`src/sv/cht_pkg.sv`:
```
// shared types and codes for the chained hash table unit
`timescale 1ns / 1ps

package cht_pkg;

   typedef enum logic [1:0] {
      CMD_INSERT = 2'd0,
      CMD_REMOVE = 2'd1,
      CMD_SEARCH = 2'd2,
      CMD_COUNT  = 2'd3
   } cmd_type;

   typedef enum logic [1:0] {
      ST_OK        = 2'd0,
      ST_NOT_FOUND = 2'd1,
      ST_POOL_FULL = 2'd2,
      ST_RANGE     = 2'd3
   } status_type;

   typedef enum logic [3:0] {
      S_CLEAR,
      S_IDLE,
      S_DISPATCH,
      S_DIV,
      S_HEAD_RD,
      S_HEAD_DAT,
      S_INS_LINK,
      S_WALK_RD,
      S_WALK_DAT,
      S_UNLINK,
      S_NEWH_RD,
      S_NEWH_DAT
   } state_type;

   localparam int KEY_W   = 16;
   localparam int VALUE_W = 64;
   localparam int COUNT_W = 11;
   localparam int TSIZE_W = 7;
   localparam logic [TSIZE_W-1:0] TSIZE_RESET = 7'd64;

   typedef struct packed {
      logic       clear_wr;
      logic       latch_req;
      logic       div_start;
      logic       head_dat;
      logic       ins_alloc;
      logic       ins_link;
      logic       walk_dat;
      logic       advance;
      logic       count_inc;
      logic       unlink;
      logic       newh_sel;
      logic       rsp_write;
      status_type rsp_status;
      logic       rsp_kv;
      logic       rsp_count;
      logic       rsp_head;
   } ctrl_type;

   typedef struct packed {
      cmd_type cmd;
      logic    pool_empty;
      logic    out_of_range;
      logic    div_done;
      logic    clear_last;
      logic    cur_null;
      logic    key_match;
      logic    newh_null;
   } stat_type;

endpackage

```
`src/sv/cht_ctrl.sv`:
```
// controller state machine sequencing hash, chain walk and write-back
`timescale 1ns / 1ps

module cht_ctrl import cht_pkg::*; (
   input  logic     clock,
   input  logic     reset,
   input  logic     start,
   output logic     busy,
   input  stat_type stat,
   output ctrl_type ctrl
);

   state_type state_ff, state_in;

   always_ff @(posedge clock) begin
      if (reset) begin
         state_ff <= S_CLEAR;
      end else begin
         state_ff <= state_in;
      end
   end

   always_comb begin
      state_in = state_ff;
      case (state_ff)
         S_CLEAR: begin
            if (stat.clear_last) state_in = S_IDLE;
         end
         S_IDLE: begin
            if (start) state_in = S_DISPATCH;
         end
         S_DISPATCH: begin
            if (stat.cmd == CMD_INSERT && stat.pool_empty) begin
               state_in = S_IDLE;
            end else if (stat.cmd == CMD_COUNT) begin
               state_in = stat.out_of_range ? S_IDLE : S_HEAD_RD;
            end else begin
               state_in = S_DIV;
            end
         end
         S_DIV: begin
            if (stat.div_done) state_in = S_HEAD_RD;
         end
         S_HEAD_RD: state_in = S_HEAD_DAT;
         S_HEAD_DAT: begin
            state_in = (stat.cmd == CMD_INSERT) ? S_INS_LINK : S_WALK_RD;
         end
         S_INS_LINK: state_in = S_IDLE;
         S_WALK_RD: begin
            state_in = stat.cur_null ? S_IDLE : S_WALK_DAT;
         end
         S_WALK_DAT: begin
            if (stat.cmd != CMD_COUNT && stat.key_match) begin
               state_in = (stat.cmd == CMD_REMOVE) ? S_UNLINK : S_IDLE;
            end else begin
               state_in = S_WALK_RD;
            end
         end
         S_UNLINK: state_in = S_NEWH_RD;
         S_NEWH_RD: begin
            state_in = stat.newh_null ? S_IDLE : S_NEWH_DAT;
         end
         S_NEWH_DAT: state_in = S_IDLE;
         default: state_in = S_IDLE;
      endcase
   end

   always_comb begin
      ctrl            = '0;
      ctrl.rsp_status = ST_OK;
      case (state_ff)
         S_CLEAR: ctrl.clear_wr = 1'b1;
         S_IDLE: ctrl.latch_req = start;
         S_DISPATCH: begin
            if (stat.cmd == CMD_INSERT && stat.pool_empty) begin
               ctrl.rsp_write  = 1'b1;
               ctrl.rsp_status = ST_POOL_FULL;
            end else if (stat.cmd == CMD_COUNT) begin
               if (stat.out_of_range) begin
                  ctrl.rsp_write  = 1'b1;
                  ctrl.rsp_status = ST_RANGE;
               end
            end else begin
               ctrl.div_start = 1'b1;
            end
         end
         S_HEAD_DAT: begin
            ctrl.head_dat  = 1'b1;
            ctrl.ins_alloc = (stat.cmd == CMD_INSERT);
         end
         S_INS_LINK: begin
            ctrl.ins_link  = 1'b1;
            ctrl.rsp_write = 1'b1;
         end
         S_WALK_RD: begin
            if (stat.cur_null) begin
               ctrl.rsp_write = 1'b1;
               if (stat.cmd == CMD_COUNT) begin
                  ctrl.rsp_count = 1'b1;
               end else begin
                  ctrl.rsp_status = ST_NOT_FOUND;
               end
            end
         end
         S_WALK_DAT: begin
            ctrl.walk_dat = 1'b1;
            if (stat.cmd == CMD_COUNT) begin
               ctrl.advance   = 1'b1;
               ctrl.count_inc = 1'b1;
            end else if (stat.key_match) begin
               if (stat.cmd == CMD_SEARCH) begin
                  ctrl.rsp_write = 1'b1;
                  ctrl.rsp_kv    = 1'b1;
               end
            end else begin
               ctrl.advance = 1'b1;
            end
         end
         S_UNLINK: ctrl.unlink = 1'b1;
         S_NEWH_RD: begin
            ctrl.newh_sel  = 1'b1;
            ctrl.rsp_write = stat.newh_null;
         end
         S_NEWH_DAT: begin
            ctrl.newh_sel  = 1'b1;
            ctrl.rsp_write = 1'b1;
            ctrl.rsp_kv    = 1'b1;
            ctrl.rsp_head  = 1'b1;
         end
         default: ctrl = '0;
      endcase
   end

   assign busy = (state_ff != S_IDLE);

   a_accept_busy: assert property (@(posedge clock) disable iff (reset)
      (start && !busy) |=> busy)
      else $error("accepted transfer did not raise busy");

   a_no_write_idle: assert property (@(posedge clock) disable iff (reset)
      (state_ff == S_IDLE) |-> !ctrl.rsp_write && !ctrl.unlink && !ctrl.ins_alloc)
      else $error("table update or result while idle");

   a_clear_exit: assert property (@(posedge clock) disable iff (reset)
      (state_ff == S_CLEAR && !stat.clear_last) |=> (state_ff == S_CLEAR))
      else $error("bucket clearing pass left early");

endmodule

```
`config.mk`:
```
export PLATFORM = sky130hd
export DESIGN_NAME = cht_ctrl
export DESIGN_NICKNAME = d
export VERILOG_FILES = /design/src/sv/cht_pkg.sv /design/src/sv/cht_ctrl.sv
export SDC_FILE = /design/constraint.sdc
export NUM_CORES = 1
export LEC_CHECK = 0
export ABC_CLOCK_PERIOD_IN_PS = 1700
export BUFFER_PORTS_ARGS = -buffer_cell sky130_fd_sc_hd__buf_2
export CORE_MARGIN = 2
export CORE_UTILIZATION = 35
export DETAILED_ROUTE_END_ITERATION = 16
export GPL_ROUTABILITY_DRIVEN = 1
export PLACE_DENSITY = 0.71
export SKIP_CTS_REPAIR_TIMING = 1
export SLEW_MARGIN = 5
export SYNTH_ARGS = -nofsm -noshare
export SYNTH_HDL_FRONTEND = slang
export SYNTH_SLANG_ARGS = --single-unit
```
`constraint.sdc`:
```
create_clock -name clock -period 1.7 [get_ports clock]
set_clock_uncertainty 0.1 [all_clocks]
set_input_delay 0.085 -clock clock [delete_from_list [all_inputs] [get_ports clock]]
set_output_delay 0.085 -clock clock [all_outputs]
set_load 0.1 [all_outputs]
```
==> results.txt <==
Die height -> 44.6 um
Wire length of the first global-routing pass -> 3.63 mm
Hold path start -> stat[3]
Final Max Tran Viols -> 0
Status -> finished, violations left
Worst-path clk slew -> 0.04 ns
Routed len/inst -> 17.0 um
Avg Vias per Cell -> 6.17
Syn Inst Count -> 85
Clock tree buffer depth -> 2
Synth Net Count -> 97
IO Port Bufs -> 29
Pin count of the biggest net entering global routing -> 19
Via count -> 932
Synth area leaders -> dfxtp_1, nor2_1, nand2_1, a211oi_1, nor3b_1
NetSw -> 0.200 mW
Met1 Routed Length -> 944 um
Top cell type's share of synthesized area -> 13.9%
Fmax -> 523 MHz
Count of cell types in the netlist -> 37
EDFF count, synth -> 0
Core ar. -> 1520 sq um
Relative slew slack -> 66.6%
Peak VDD IR -> 0.000366 V
Total power -> 0.472 mW
P_int -> 0.272 mW
Hold path depth -> 4
Primary FF master, synth -> dfxtp_1
Later-pin clock latency in the skew report -> 0.24 ns
Flop and latch count out of synthesis -> 4
Fill count -> 65
ANT nets after route -> 0
Worst Reg2Reg Path Length in Cells -> 5
Largest regs -> state_ff: 4 flops
Max-Cap Viols -> 0
Mapped Avg Cell Area -> 6.79 sq um
Starting Density -> 37.8%
Fin crit period -> 1.91 ns
Vias in the first global route -> 810
Comb pwr share -> 50.5%
P_leak -> 0.535 nW
Clk network pwr share -> 27.2%
TritonCTS Sinks -> 4
Worst path required time -> 1.51 ns
Die ar. -> 1990 sq um
GRT Util Overall -> 24.5%
Most flops, register -> state_ff
Iter 0 DRT Violations -> 55
Root buffer cell -> clkbuf_4
Synth warn -> 0
DR DRC count -> 0
CTS tree -> built
Failing checks -> negative setup slack
Clock buffer count from CTS -> 3
Worst EP arrival -> 1.73 ns
CP Class -> reg2out
Sequential share of power -> 22.2%
Class of the worst hold path -> in2reg
CP Capture Type -> output pin
Yosys top cell by area -> dfxtp_1
Number of H-tree levels -> 1
Crit share post-route -> 113%
Die width -> 44.6 um
Final-report setup violation count -> 8
Hold Path End -> state_ff[0]
Dpl hpwl -> 1.79 mm
Register Area -> 90.1 sq um
DR top layer -> met4
I/O Pins -> 30
Worst R2R End -> state_ff[1]
Area of the multi-input gates -> 587 sq um
Async SR Flop Fraction -> 0%
Max FFs per register -> 4
Pre-Repair DR Iteration Count -> 4
Metal3 WL -> 219 um
Startpoint Class -> flip-flop
Post-Route Setup TNS -> -1.08 ns
R2r startpoint -> state_ff[0]
Final setup margin -> -0.214 ns
Initial antenna violation count -> 0
RSZ-0062 raised after global routing -> true
Metal2 WL -> 1.30 mm
Switch share -> 42.4%
Synth Cell Area -> 577 sq um
Routability cong. -> 0.928
Final hold violation count -> 0
Layout cells sized above 1 -> 61.5%
Nets -> 149
Remaining global-route overflow -> 0
Area delta synth->final -> 140%
CP max FO -> 6
Reg2Reg Setup Slack -> -0.08 ns
Seq/Total Area, Yosys -> 13.9%
Post-Route WL -> 2.57 mm
Least-Margin Pin Slew -> 0.500 ns
Pwr per Cell Area -> 341 nW/um^2
Placement Rows -> 14
ANT cells -> 0
[power groups by stage]
stage | registers, mW | logic (mW) | clock network, mW
2_1_floorplan | 0.101 | 0.145 | 0
3_3_place_gp | 0.106 | 0.226 | 0
3_5_place_dp | 0.107 | 0.230 | 0
4_1_cts | 0.105 | 0.231 | 0.132
5_1_grt | 0.105 | 0.249 | 0.138
6_report | 0.105 | 0.238 | 0.128
[per-stage QoR]
step / instances / hold slack, ns / area (sq um) / utilization (%) / setup WS [ns]
floorplan: 85 / 0.0464 / 743 / - / -1.84
global placement: 142 / 0.205 / 1270 / 83.7 / -0.0171
detailed placement: 142 / 0.217 / 1270 / 83.7 / -0.117
CTS: 145 / -0.0360 / 1300 / 85.1 / -0.323
global route: 151 / 0.109 / 1380 / 90.7 / -0.299
finish: 151 / 0.0850 / 1380 / 90.7 / -0.214
[cell usage in the layout (no fill, tap or decap), drive strengths merged, types with 2 or more instances in the layout]
cell and instances:
a211oi 3, nand4 2, a21oi 4, a211o 2
and2 2, clkbuf 3, nand2b 3, o21ai 3
nor3 4, nor2 10, dfxtp 4, nor3b 3
o21bai 2, and3 3, nor4 2, inv 4
nand2 7, o32ai 2, buf 54, nand3b 2
[synth_stat cells (3+ instances only)]
cell and count:
a21oi_1 4, nand2_1 7, a211oi_1 3, and3_1 3, clkbuf_1 4, nor3_1 3, inv_1 5, dfxtp_1 4
o21ai_0 3, nand2b_1 3, nor3b_1 3, nor2_1 10
[layer usage]
metal	GRT usage, %	vias up
met5	0	-
met4	9.70	0
met3	4.49	17
met2	43.2	73
met1	28.9	424
li1	-	418
[critical path: stages (launching register included)]
cell	delay (ns)
dfxtp_4	0.36
buf_6	0.12
nor4b_4	0.26
nand2_1	0.13
o32ai_4	0.26
or3b_4	0.19
buf_12	0.16
[cell type report]
class,instances,share of cell area (%)
multi-input combinational,68,42.4
sequential,4,6.52
inverter,5,1.63
timing repair buffer,55,46.3
clock buffer,3,1.63
tap,16,1.45
[kinds of logic after synthesis]
kind of cell | synth area share [%]
AND/OR/NAND/NOR | 43.4
AO/OA/AOI/OAI | 30.8
buffers and inverters | 10.2
flip-flops | 13.9
multiplexers | 1.74
[worst max path at each step]
stage	startpoint	to	slack, ns	cells after the start
floorplan	state_ff[0]	ctrl[5]	-1.84	5
global placement	state_ff[0]	state_ff[1]	-0.02	4
detailed placement	state_ff[0]	state_ff[1]	-0.12	4
CTS	state_ff[0]	ctrl[5]	-0.32	6
global route	state_ff[2]	ctrl[5]	-0.30	6
finish	state_ff[2]	ctrl[5]	-0.21	6
(Power assumes the default switching activity.)
